## config.mk

```make
export PLATFORM = sky130hd
export DESIGN_NAME = floppy_logic_state_sequencer_core
export DESIGN_NICKNAME = d
export VERILOG_FILES = /design/src/fllss_pkg.sv /design/src/fllss_cfg.sv /design/src/fllss_step.sv /design/src/floppy_logic_state_sequencer_core.sv
export VERILOG_INCLUDE_DIRS = /design/src /design/src/src
export SDC_FILE = /design/constraint.sdc
export NUM_CORES = 1
export LEC_CHECK = 0
export ABC_AREA = 1
export BUFFER_PORTS_ARGS = -buffer_cell sky130_fd_sc_hd__clkbuf_2
export CAP_MARGIN = 40
export CORE_AREA = 2 2 144 146
export CTS_CLUSTER_DIAMETER = 100
export CTS_CLUSTER_SIZE = 20
export DETAILED_ROUTE_END_ITERATION = 12
export DIE_AREA = 0 0 146 148
export GPL_ROUTABILITY_DRIVEN = 1
export GPL_TIMING_DRIVEN = 0
export PLACE_DENSITY = 0.67
export SLEW_MARGIN = 20
export SYNTH_ARGS = -nofsm -noshare
export SYNTH_HDL_FRONTEND = slang
export SYNTH_SLANG_ARGS = --single-unit
```

## constraint.sdc

```tcl
create_clock -name clk -period 3.5 [get_ports clk]
set_input_delay 0.35 -clock clk [delete_from_list [all_inputs] [get_ports clk]]
set_output_delay 0.35 -clock clk [all_outputs]
set_load 0.05 [all_outputs]
```

## src/floppy_logic_state_sequencer_core_defines.svh

```systemverilog
// Assertion macros used by the sequencer core RTL.
`ifndef FLOPPY_LOGIC_STATE_SEQUENCER_CORE_DEFINES_SVH
`define FLOPPY_LOGIC_STATE_SEQUENCER_CORE_DEFINES_SVH

`ifndef ASSERT_OFF
`define ASSERT_CLK(label, prop) \
	label: assert property (@(posedge clk) disable iff (!arst_n) (prop)) \
		else $error("sequencer check failed");
`define ASSERT_RST(label, prop) \
	label: assert property (@(posedge clk) (prop)) \
		else $error("sequencer reset check failed");
`else
`define ASSERT_CLK(label, prop)
`define ASSERT_RST(label, prop)
`endif

`endif

```

## src/fllss_pkg.sv

```systemverilog
package fllss_pkg;

	localparam logic REQ_ACCESS = 1'b0;
	localparam logic REQ_TICK   = 1'b1;

	localparam logic [1:0] CFG_BIT_PERIOD = 2'd0;
	localparam logic [1:0] CFG_WP_MASK    = 2'd1;
	localparam logic [1:0] CFG_MOTOR_OFF  = 2'd2;

	localparam logic [7:0]  BIT_PERIOD_RST = 8'd32;
	localparam logic [20:0] MOTOR_OFF_RST  = 21'd2000000;
	localparam logic [8:0]  MIN_TIMING     = 9'd4;
	localparam logic [8:0]  CLOCK_STEP     = 9'd4;

	// switch_addr[2:1] when switch_addr[3] is set
	localparam logic [1:0] SW_MOTOR = 2'b00;
	localparam logic [1:0] SW_DRIVE = 2'b01;
	localparam logic [1:0] SW_LOAD  = 2'b10;
	localparam logic [1:0] SW_WRITE = 2'b11;

	localparam int MODE_WR = 0;
	localparam int MODE_LD = 1;
	localparam int MODE_QA = 2;
	localparam int MODE_RP = 3;

	localparam logic [1:0] ACT_NOP  = 2'd0;
	localparam logic [1:0] ACT_SHL  = 2'd1;
	localparam logic [1:0] ACT_SHR  = 2'd2;
	localparam logic [1:0] ACT_LOAD = 2'd3;

	typedef struct packed {
		logic       req_type;
		logic [3:0] switch_addr;
		logic       is_write;
		logic [7:0] write_data;
		logic       disk_bit;
		logic       random_bit;
	} lss_req_t;

	typedef struct packed {
		logic [7:0] read_data;
		logic       bit_advance;
		logic       write_strobe;
		logic       strobe_bit;
		logic [7:0] quarter_track;
		logic       drive_sel;
		logic       motor_running;
	} lss_rsp_t;

	typedef struct packed {
		logic [7:0]  bit_period;
		logic [1:0]  write_protect_mask;
		logic [20:0] motor_off_ticks;
	} lss_cfg_t;

	typedef struct packed {
		logic [7:0]  data;
		logic [7:0]  latch;
		logic [3:0]  window;
		logic [3:0]  seq;
		logic [3:0]  mode;
		logic [8:0]  clk_acc;
		logic [3:0]  skip;
		logic        motor;
		logic        sel;
		logic [20:0] count;
		logic        pending;
	} lss_core_t;

	// indexed by {mode, state}
	localparam logic [7:0] SEQ_ROM [0:255] = '{
		8'h18, 8'h2D, 8'h38, 8'h48, 8'h58, 8'h68, 8'h78, 8'h88,
		8'h98, 8'h29, 8'hBD, 8'h59, 8'hD9, 8'h08, 8'hFD, 8'h4D,
		8'h18, 8'h28, 8'h39, 8'h48, 8'h58, 8'h68, 8'h78, 8'h08,
		8'h98, 8'hA8, 8'hB9, 8'hC8, 8'hD8, 8'hE8, 8'hF8, 8'h88,
		8'h0A, 8'h0A, 8'h0A, 8'h0A, 8'h0A, 8'h0A, 8'h0A, 8'h0A,
		8'h0A, 8'h0A, 8'h0A, 8'h0A, 8'h0A, 8'h0A, 8'h0A, 8'h0A,
		8'h18, 8'h28, 8'h3B, 8'h48, 8'h58, 8'h68, 8'h78, 8'h08,
		8'h98, 8'hA8, 8'hBB, 8'hC8, 8'hD8, 8'hE8, 8'hF8, 8'h88,
		8'h18, 8'h38, 8'h28, 8'h48, 8'h58, 8'h68, 8'h78, 8'h88,
		8'h98, 8'hA8, 8'hB8, 8'hC8, 8'hA0, 8'hE8, 8'hF8, 8'hE0,
		8'h18, 8'h28, 8'h39, 8'h48, 8'h58, 8'h68, 8'h78, 8'h88,
		8'h98, 8'hA8, 8'hB9, 8'hC8, 8'hD8, 8'hE8, 8'hF8, 8'h08,
		8'h0A, 8'h0A, 8'h0A, 8'h0A, 8'h0A, 8'h0A, 8'h0A, 8'h0A,
		8'h0A, 8'h0A, 8'h0A, 8'h0A, 8'h0A, 8'h0A, 8'h0A, 8'h0A,
		8'h18, 8'h28, 8'h3B, 8'h48, 8'h58, 8'h68, 8'h78, 8'h88,
		8'h98, 8'hA8, 8'hBB, 8'hC8, 8'hD8, 8'hE8, 8'hF8, 8'h08,
		8'h18, 8'h2D, 8'hD8, 8'hD8, 8'hD8, 8'hD8, 8'hD8, 8'hD8,
		8'hD8, 8'hD8, 8'hCD, 8'hD9, 8'hD9, 8'hD8, 8'hFD, 8'hDD,
		8'h18, 8'h28, 8'h39, 8'h48, 8'h58, 8'h68, 8'h78, 8'h08,
		8'h98, 8'hA8, 8'hB9, 8'hC8, 8'hD8, 8'hE8, 8'hF8, 8'h88,
		8'h0A, 8'h0A, 8'h0A, 8'h0A, 8'h0A, 8'h0A, 8'h0A, 8'h0A,
		8'h0A, 8'h0A, 8'h0A, 8'h0A, 8'h0A, 8'h0A, 8'h0A, 8'h0A,
		8'h18, 8'h28, 8'h3B, 8'h48, 8'h58, 8'h68, 8'h78, 8'h08,
		8'h98, 8'hA8, 8'hBB, 8'hC8, 8'hD8, 8'hE8, 8'hF8, 8'h88,
		8'h18, 8'h38, 8'h08, 8'h48, 8'hD8, 8'hD8, 8'hD8, 8'hD8,
		8'hD8, 8'hD8, 8'hD8, 8'hD8, 8'hD8, 8'hE8, 8'hF8, 8'hE0,
		8'h18, 8'h28, 8'h39, 8'h48, 8'h58, 8'h68, 8'h78, 8'h88,
		8'h98, 8'hA8, 8'hB9, 8'hC8, 8'hD8, 8'hE8, 8'hF8, 8'h08,
		8'h0A, 8'h0A, 8'h0A, 8'h0A, 8'h0A, 8'h0A, 8'h0A, 8'h0A,
		8'h0A, 8'h0A, 8'h0A, 8'h0A, 8'h0A, 8'h0A, 8'h0A, 8'h0A,
		8'h18, 8'h28, 8'h3B, 8'h48, 8'h58, 8'h68, 8'h78, 8'h88,
		8'h98, 8'hA8, 8'hBB, 8'hC8, 8'hD8, 8'hE8, 8'hF8, 8'h08
	};

endpackage

```

## src/fllss_cfg.sv

```systemverilog
module fllss_cfg
	import fllss_pkg::*;
(
	input  logic        clk,
	input  logic        arst_n,
	input  logic        cfg_valid,
	output logic        cfg_ready,
	input  logic [1:0]  cfg_index,
	input  logic [20:0] cfg_data,
	output lss_cfg_t    cfg
);

	lss_cfg_t cfg_q;

	assign cfg_ready = 1'b1;
	assign cfg = cfg_q;

	always_ff @(posedge clk or negedge arst_n) begin
		if (!arst_n) begin
			cfg_q.bit_period         <= BIT_PERIOD_RST;
			cfg_q.write_protect_mask <= 2'd0;
			cfg_q.motor_off_ticks    <= MOTOR_OFF_RST;
		end else if (cfg_valid && cfg_ready) begin
			unique case (cfg_index)
				CFG_BIT_PERIOD: cfg_q.bit_period <= cfg_data[7:0];
				CFG_WP_MASK:    cfg_q.write_protect_mask <= cfg_data[1:0];
				CFG_MOTOR_OFF:  cfg_q.motor_off_ticks <= cfg_data;
				default: ;
			endcase
		end
	end

endmodule

```

## src/fllss_step.sv

```systemverilog
module fllss_step
	import fllss_pkg::*;
#(
	parameter int TRACK_COUNT = 35,
	parameter int DRIVE_COUNT = 2
) (
	input  lss_req_t   req,
	input  lss_cfg_t   cfg,
	input  lss_core_t  core,
	input  logic [1:0] phase,
	input  logic [7:0] track,
	input  logic [7:0] alt_track,
	output lss_core_t  core_nx,
	output logic [1:0] phase_nx,
	output logic [7:0] track_nx,
	output lss_rsp_t   rsp
);

	localparam logic [8:0] TRACK_TOP = 9'(TRACK_COUNT * 4 - 1);

	logic       on;
	logic [1:0] pos;
	logic       run;
	logic [8:0] timing;
	logic [8:0] cc;
	logic [3:0] mode_v;
	logic [3:0] win;
	logic [7:0] cmd;
	logic [20:0] cnt;

	assign on  = req.switch_addr[0];
	assign pos = req.switch_addr[2:1];
	assign timing = (cfg.bit_period < MIN_TIMING[7:0]) ? MIN_TIMING : {1'b0, cfg.bit_period};

	always_comb begin
		core_nx  = core;
		phase_nx = phase;
		track_nx = track;
		rsp      = '0;
		mode_v   = core.mode;
		cc       = core.clk_acc;
		win      = core.window;
		cmd      = '0;
		cnt      = core.count;
		run      = (req.req_type == REQ_ACCESS) || core.motor;

		if (req.req_type == REQ_ACCESS) begin
			if (req.is_write) core_nx.latch = req.write_data;
			if (!req.switch_addr[3]) begin
				if (on) begin
					if ((phase - 2'd1) == pos) begin
						track_nx = (track < 8'd2) ? 8'd0 : track - 8'd2;
					end else if ((phase + 2'd1) == pos) begin
						track_nx = (({1'b0, track} + 9'd2) > TRACK_TOP) ? TRACK_TOP[7:0]
							: track + 8'd2;
					end
					phase_nx = pos;
				end
			end else begin
				unique case (pos)
					SW_MOTOR: begin
						if (on) begin
							core_nx.pending = 1'b0;
							core_nx.count   = '0;
							core_nx.motor   = 1'b1;
						end else if (!core.pending) begin
							if (cfg.motor_off_ticks == '0) begin
								core_nx.motor = 1'b0;
							end else begin
								core_nx.pending = 1'b1;
								core_nx.count   = cfg.motor_off_ticks;
							end
						end
					end
					SW_DRIVE: begin
						if (DRIVE_COUNT > 1 || !on) core_nx.sel = on;
					end
					SW_LOAD:  core_nx.mode[MODE_LD] = on;
					SW_WRITE: core_nx.mode[MODE_WR] = on;
					default: ;
				endcase
			end
		end

		if (run) begin
			if (core_nx.skip != 4'd0) begin
				core_nx.skip = core_nx.skip - 4'd1;
			end else begin
				mode_v = core_nx.mode;
				mode_v[MODE_QA] = core_nx.data[7];
				cc = core_nx.clk_acc + CLOCK_STEP;
				if (cc >= timing) begin
					cc = cc - timing;
					rsp.bit_advance = 1'b1;
					if (!mode_v[MODE_WR]) begin
						win = {core_nx.window[2:0], req.disk_bit};
						core_nx.window = win;
						mode_v[MODE_RP] = (win == 4'd0) ? req.random_bit : win[1];
					end else begin
						rsp.write_strobe = 1'b1;
						rsp.strobe_bit   = core_nx.data[7];
					end
				end
				core_nx.clk_acc = cc;
				cmd = SEQ_ROM[{mode_v, core_nx.seq}];
				if (cmd[3]) begin
					unique case (cmd[1:0])
						ACT_NOP:  ;
						ACT_SHL:  core_nx.data = {core_nx.data[6:0], cmd[2]};
						ACT_SHR:  core_nx.data = {cfg.write_protect_mask[core_nx.sel],
							core_nx.data[7:1]};
						ACT_LOAD: core_nx.data = core_nx.latch;
						default: ;
					endcase
				end else begin
					core_nx.data = '0;
				end
				core_nx.seq = cmd[7:4];
				mode_v[MODE_RP] = 1'b0;
				core_nx.mode = mode_v;
			end
		end

		if (req.req_type == REQ_ACCESS) begin
			if (core_nx.skip != 4'hF) core_nx.skip = core_nx.skip + 4'd1;
			rsp.read_data = on ? req.write_data : core_nx.data;
		end else begin
			if (core.pending) begin
				if (cnt != '0) cnt = cnt - 21'd1;
				core_nx.count = cnt;
				if (cnt == '0) begin
					core_nx.pending = 1'b0;
					core_nx.motor   = 1'b0;
				end
			end
			rsp.read_data = core_nx.data;
		end

		rsp.quarter_track = (core_nx.sel == core.sel) ? track_nx : alt_track;
		rsp.drive_sel     = core_nx.sel;
		rsp.motor_running = core_nx.motor;
	end

endmodule

```

## src/floppy_logic_state_sequencer_core.sv

```systemverilog
// Floppy controller logic state sequencer.
// Request channel (req_valid, req_stall, req_data): one beat is either a
// soft-switch bus access or one 0.5 us sequencer tick. Response channel
// (rsp_valid, rsp_stall, rsp_data): exactly one beat per request beat, in order.
// Configuration channel (cfg_valid, cfg_ready, cfg_index, cfg_data): index 0
// bit period, 1 write protect mask, 2 motor off delay; write only while idle.
// A request accepted into the staged request register passes through the
// step logic into the response register. Throughput: one request per cycle
// while rsp_stall does not hold the response, set by the ROM lookup and
// state update loop.
// The response register frees as its beat leaves, so a request is taken in
// the same cycle a waiting response is taken. While rsp_stall holds the
// response, the staged request waits and req_stall rises.
// Reset clears the sequencer, drive and motor state and loads the default
// configuration; no clearing pass is needed.
`include "floppy_logic_state_sequencer_core_defines.svh"

module floppy_logic_state_sequencer_core
	import fllss_pkg::*;
#(
	parameter int TRACK_COUNT = 35,
	parameter int DRIVE_COUNT = 2
) (
	input  logic        clk,
	input  logic        arst_n,
	input  logic        req_valid,
	output logic        req_stall,
	input  lss_req_t    req_data,
	output logic        rsp_valid,
	input  logic        rsp_stall,
	output lss_rsp_t    rsp_data,
	input  logic        cfg_valid,
	output logic        cfg_ready,
	input  logic [1:0]  cfg_index,
	input  logic [20:0] cfg_data
);

	localparam logic [7:0] TRACK_TOP = 8'(TRACK_COUNT * 4 - 1);

	lss_cfg_t   cfg;
	lss_req_t   req_s1;
	logic       valid_s1;
	logic       advance;
	lss_core_t  core_q;
	lss_core_t  core_nx;
	logic [1:0] phase_q [DRIVE_COUNT];
	logic [7:0] track_q [DRIVE_COUNT];
	logic [1:0] cur_phase;
	logic [7:0] cur_track;
	logic [7:0] alt_track;
	logic [1:0] phase_nx;
	logic [7:0] track_nx;
	lss_rsp_t   rsp_nx;
	logic       rsp_valid_q;
	lss_rsp_t   rsp_q;

	fllss_cfg u_cfg (
		.clk       (clk),
		.arst_n    (arst_n),
		.cfg_valid (cfg_valid),
		.cfg_ready (cfg_ready),
		.cfg_index (cfg_index),
		.cfg_data  (cfg_data),
		.cfg       (cfg)
	);

	fllss_step #(
		.TRACK_COUNT (TRACK_COUNT),
		.DRIVE_COUNT (DRIVE_COUNT)
	) u_step (
		.req       (req_s1),
		.cfg       (cfg),
		.core      (core_q),
		.phase     (cur_phase),
		.track     (cur_track),
		.alt_track (alt_track),
		.core_nx   (core_nx),
		.phase_nx  (phase_nx),
		.track_nx  (track_nx),
		.rsp       (rsp_nx)
	);

	assign advance   = valid_s1 && (!rsp_valid_q || !rsp_stall);
	assign req_stall = valid_s1 && !advance;
	assign rsp_valid = rsp_valid_q;
	assign rsp_data  = rsp_q;

	if (DRIVE_COUNT > 1) begin : g_two
		assign cur_phase = phase_q[core_q.sel];
		assign cur_track = track_q[core_q.sel];
		assign alt_track = track_q[!core_q.sel];
	end else begin : g_one
		assign cur_phase = phase_q[0];
		assign cur_track = track_q[0];
		assign alt_track = track_q[0];
	end

	for (genvar d = 0; d < DRIVE_COUNT; d++) begin : g_drive
		always_ff @(posedge clk or negedge arst_n) begin
			if (!arst_n) begin
				phase_q[d] <= '0;
				track_q[d] <= '0;
			end else if (advance && (core_q.sel == 1'(d))) begin
				phase_q[d] <= phase_nx;
				track_q[d] <= track_nx;
			end
		end
	end

	always_ff @(posedge clk or negedge arst_n) begin
		if (!arst_n) begin
			valid_s1 <= 1'b0;
		end else if (req_valid && !req_stall) begin
			valid_s1 <= 1'b1;
		end else if (advance) begin
			valid_s1 <= 1'b0;
		end
	end

	always_ff @(posedge clk) begin
		if (req_valid && !req_stall) req_s1 <= req_data;
	end

	always_ff @(posedge clk or negedge arst_n) begin
		if (!arst_n) begin
			core_q <= '0;
		end else if (advance) begin
			core_q <= core_nx;
		end
	end

	always_ff @(posedge clk or negedge arst_n) begin
		if (!arst_n) begin
			rsp_valid_q <= 1'b0;
		end else if (advance) begin
			rsp_valid_q <= 1'b1;
		end else if (!rsp_stall) begin
			rsp_valid_q <= 1'b0;
		end
	end

	always_ff @(posedge clk) begin
		if (advance) rsp_q <= rsp_nx;
	end

	`ASSERT_CLK(a_track_range, cur_track <= TRACK_TOP)
	`ASSERT_CLK(a_advance_fills, advance |=> rsp_valid_q)
	`ASSERT_CLK(a_strobe_on_cell, rsp_valid_q |-> (!rsp_q.write_strobe || rsp_q.bit_advance))
	`ASSERT_CLK(a_wbit_needs_strobe, rsp_valid_q && !rsp_q.write_strobe |-> !rsp_q.strobe_bit)
	`ASSERT_RST(a_idle_after_reset, !arst_n |=> !rsp_valid_q && !valid_s1)

endmodule
```

==> out/results.ini <==
[yosys]
synth-edff-count=37
synth_area_sq_um=9820
syn_nets=1418
synth-main-ff-cell=dfrtp_1
yosysMostFrequentCell=nand2_1
yosys_warnings=0
ys_top_cells_by_area=dfrtp_1 (27%), nand2_1 (15%), edfxtp_1 (11%)
synth-seq-cells=152
synth.top_cells.by_count=nand2_1 (390), nor2_1 (138), o21ai_0 (128)
avgSynthCellArea_sq_um=7.26
netlist.area_leader.share_pct=27.3
yosysSeqAreaShare_pct=40.7
synthCells=1352
ys_async_sr_fraction_pct=75.7
yosysTopAreaCell=dfrtp_1
synth.distinct_cells=52

[die]
num_rows=52
die_h_microns=148
core_sq_um=20000
initial_core_util_pct=49.0
die_width_microns=146
dieArea_sq_um=21600
io-pin-count=68

[layout]
area_delta_synth_final_pct=14.1
fin_util_pct=55.9
fillCellCount=1935
nets=1507
drive_gt1_share_pct=12.7
antenna_cells=0

[critical_path]
end_kind=register
r2r-start=core_q[30]
slowest_stage=dfrtp_1
critPathMaxStageDelay_ns=0.42
path_common_cell=nand2_1
cp-endpoint=rsp_data[20]
cp-start-kind=register
rr_endpoint=rsp_data[20]
critPathKind=reg -> reg
path_max_fanout=9
r2r_setup_slack_ns=0.32
reg2regPathDepth=20
critPathLaunch=core_q[30]
worstPathCellList=ha_1, nand2_1, o21ai_0, o21ai_0, inv_1, ha_1, nand2_1, nor2_1, nand2_1, nand2_1, nand2_1, nand2_4, nand2_4, nand2_4, nand3_2, nand2_1, inv_1, nand3_1, nand2_1, a21oi_1
cp_data_required_time_ns=3.75
worst-endpoint-arrival_ns=3.43

[drt]
wl_mm=26.5
ant_nets=0
wl_per_cell_microns=15.4
dr_wl_met2_mm=11.8
wl_met3_mm=1.83
routed_via_density=5.44
drc=0
vias=9379
drt_first_pass_iters=9
wirelength_met1_mm=12.2
drtIter0Drc=839
top_layer_used=met4

[sta]
finalSetupViolations=0
maxSlewHeadroom_pct=50.3
post-route-min-period_ns=3.18
finalHoldViolations=0
max_freq_ghz=0.314
tightestPinTransition_ns=0.742
slew_viol_final=0
fin_crit_sh_pct=90.9
clock_skew_ns=0.0112
grt_setup_unrepaired=no
finalSetupTns_ns=0

[power_and_ir_drop]
ir_worst_vdd_mv=0.397
power_frac_comb_pct=52.6
clkPwrFrac_pct=19.0
seqPwrFrac_pct=28.5
intPower_mw=5.47
p_sw_mw=4.92
powerDensity_nw_per_um2=927
total_power_mw=10.4
p_sw_share_pct=47.3
leakage_nw=5.28

[cts]
cts_tree=yes
clock_latency_ns=0.43
postCtsHoldBufs=1
h-tree-depth=4
clock-sinks=152
cts_resized=0
cts_buffers=17
ctsRootBufferMaster=clkbuf_16
path_clk_slew_ns=0.06
cts_buffer_depth=2
post_cts_buffers=0

[global_route]
grt_max_degree=63
grt_usage_pct=25.1
first_global_vias=8569
grt_pass1_wl_mm=43.4
antenna_found_initial=0
grt-ovfl-total=0

[placement]
portBuffers=66
hpwl_mm=19.4
gp_congestion=1.01

[status]
status=completed

[flow_run]
drv_cap=0

[hold_path]
hp-class=in -> reg

cells in the final DEF, fill, tap and decap left out, types with 5 or more instances in the layout:
master       n
a21oi_1     69
clkbuf_2    66
mux2_2      14
nand2_1    390
edfxtp_1    37
xor2_1      25
nor2_1     138
o21ai_1     12
xnor2_1      8
nand2_4      5
clkbuf_1    26
inv_1      121
o21ai_2      7
nand3_1    103
nor2_2       5
ha_1        21
nand4_1     15
clkinv_1     6
o211ai_1    13
inv_2       12
dfrtp_1    107
nand3b_1     6
buf_6        5
o21ai_0    128
nor3_1      10
nand2_2      6
buf_2       11
clkbuf_16   17
dfstp_2      8
logic make-up after synthesis:
kind of cell,synth area share (%)
simple gates,29.9
compound gates,14.1
buf+inv,7.65
flops,40.7
xor+xnor,2.94
fa+ha+maj,2.88
mux,1.82
other cells,0.0382
how the worst min path moves through the flow:
stage | startpoint | end | slack (ns) | depth (start not counted)
floorplan | arst_n | async pin | 0.05 | 0
global placement | valid_s1 | rsp_valid | 0.45 | 2
detailed placement | arst_n | core_q[60] | 0.36 | 1
CTS | req_data[1] | req_s1[1] | 0.08 | 1
global route | req_data[1] | req_s1[1] | 0.08 | 1
finish | req_data[1] | req_s1[1] | 0.09 | 1
flip-flops by register name (all words and copies together) (netlist names), named ones only:
signal     cells
core_q        61
u_cfg.cfg     31
rsp_data      21
req_s1        16
track_q       16
phase_q        4
rsp_valid      1
valid_s1       1
power groups by stage:
| stage | registers (mW) | logic [mW] | clock network, mW |
|---|---|---|---|
| 6_report | 2.96 | 5.46 | 1.97 |
| 3_3_place_gp | 2.96 | 5.29 | 0 |
| 4_1_cts | 2.95 | 5.42 | 2.00 |
| 3_5_place_dp | 2.97 | 5.38 | 0 |
| 5_1_grt | 3.03 | 6.19 | 2.09 |
| 2_1_floorplan | 3.09 | 3.99 | 0 |
layout make-up:
type                    instances  area [sq um]  share of cell area [%]
clock inverters                15           200                    1.79
well taps                     270           338                    3.02
inverters                     138           519                    4.64
clock buffers                  17           425                    3.80
flip-flops and latches        152          4000                    35.7
multi-input cells            1016          5070                    45.2
repair buffers                 70           419                    3.74
plain buffers                  46           233                    2.08
per-stage QoR:
| step | hold WS (ns) | setup WS [ns] | cell area, sq um | cells |
|---|---|---|---|---|
| after floorplan | 0.0544 | 0.829 | 9820 | 1352 |
| after global placement | 0.455 | 0.179 | 10500 | 1688 |
| after detailed placement | 0.358 | 0.386 | 10600 | 1691 |
| after CTS | 0.0845 | 0.350 | 11200 | 1724 |
| after global routing | 0.0810 | 0.0785 | 11200 | 1724 |
| final | 0.0949 | 0.319 | 11200 | 1724 |
routing by layer:
metal,global-route usage [%],vias to the layer above
li1,-,4634
met1,36.2,4303
met2,39.1,385
met3,3.77,57
met4,8.25,0
met5,0,-
critical path: cells and delay by family, from the launching register on:
family / cells / cell delay, ns
buffers and inverters: 2 / 0.13
DFF: 1 / 0.42
AOI/OAI and AO/OA: 3 / 0.39
and+or+nand+nor: 13 / 1.45
adders and majority gates: 2 / 0.60
No activity file was read; power rests on OpenSTA's default activity.
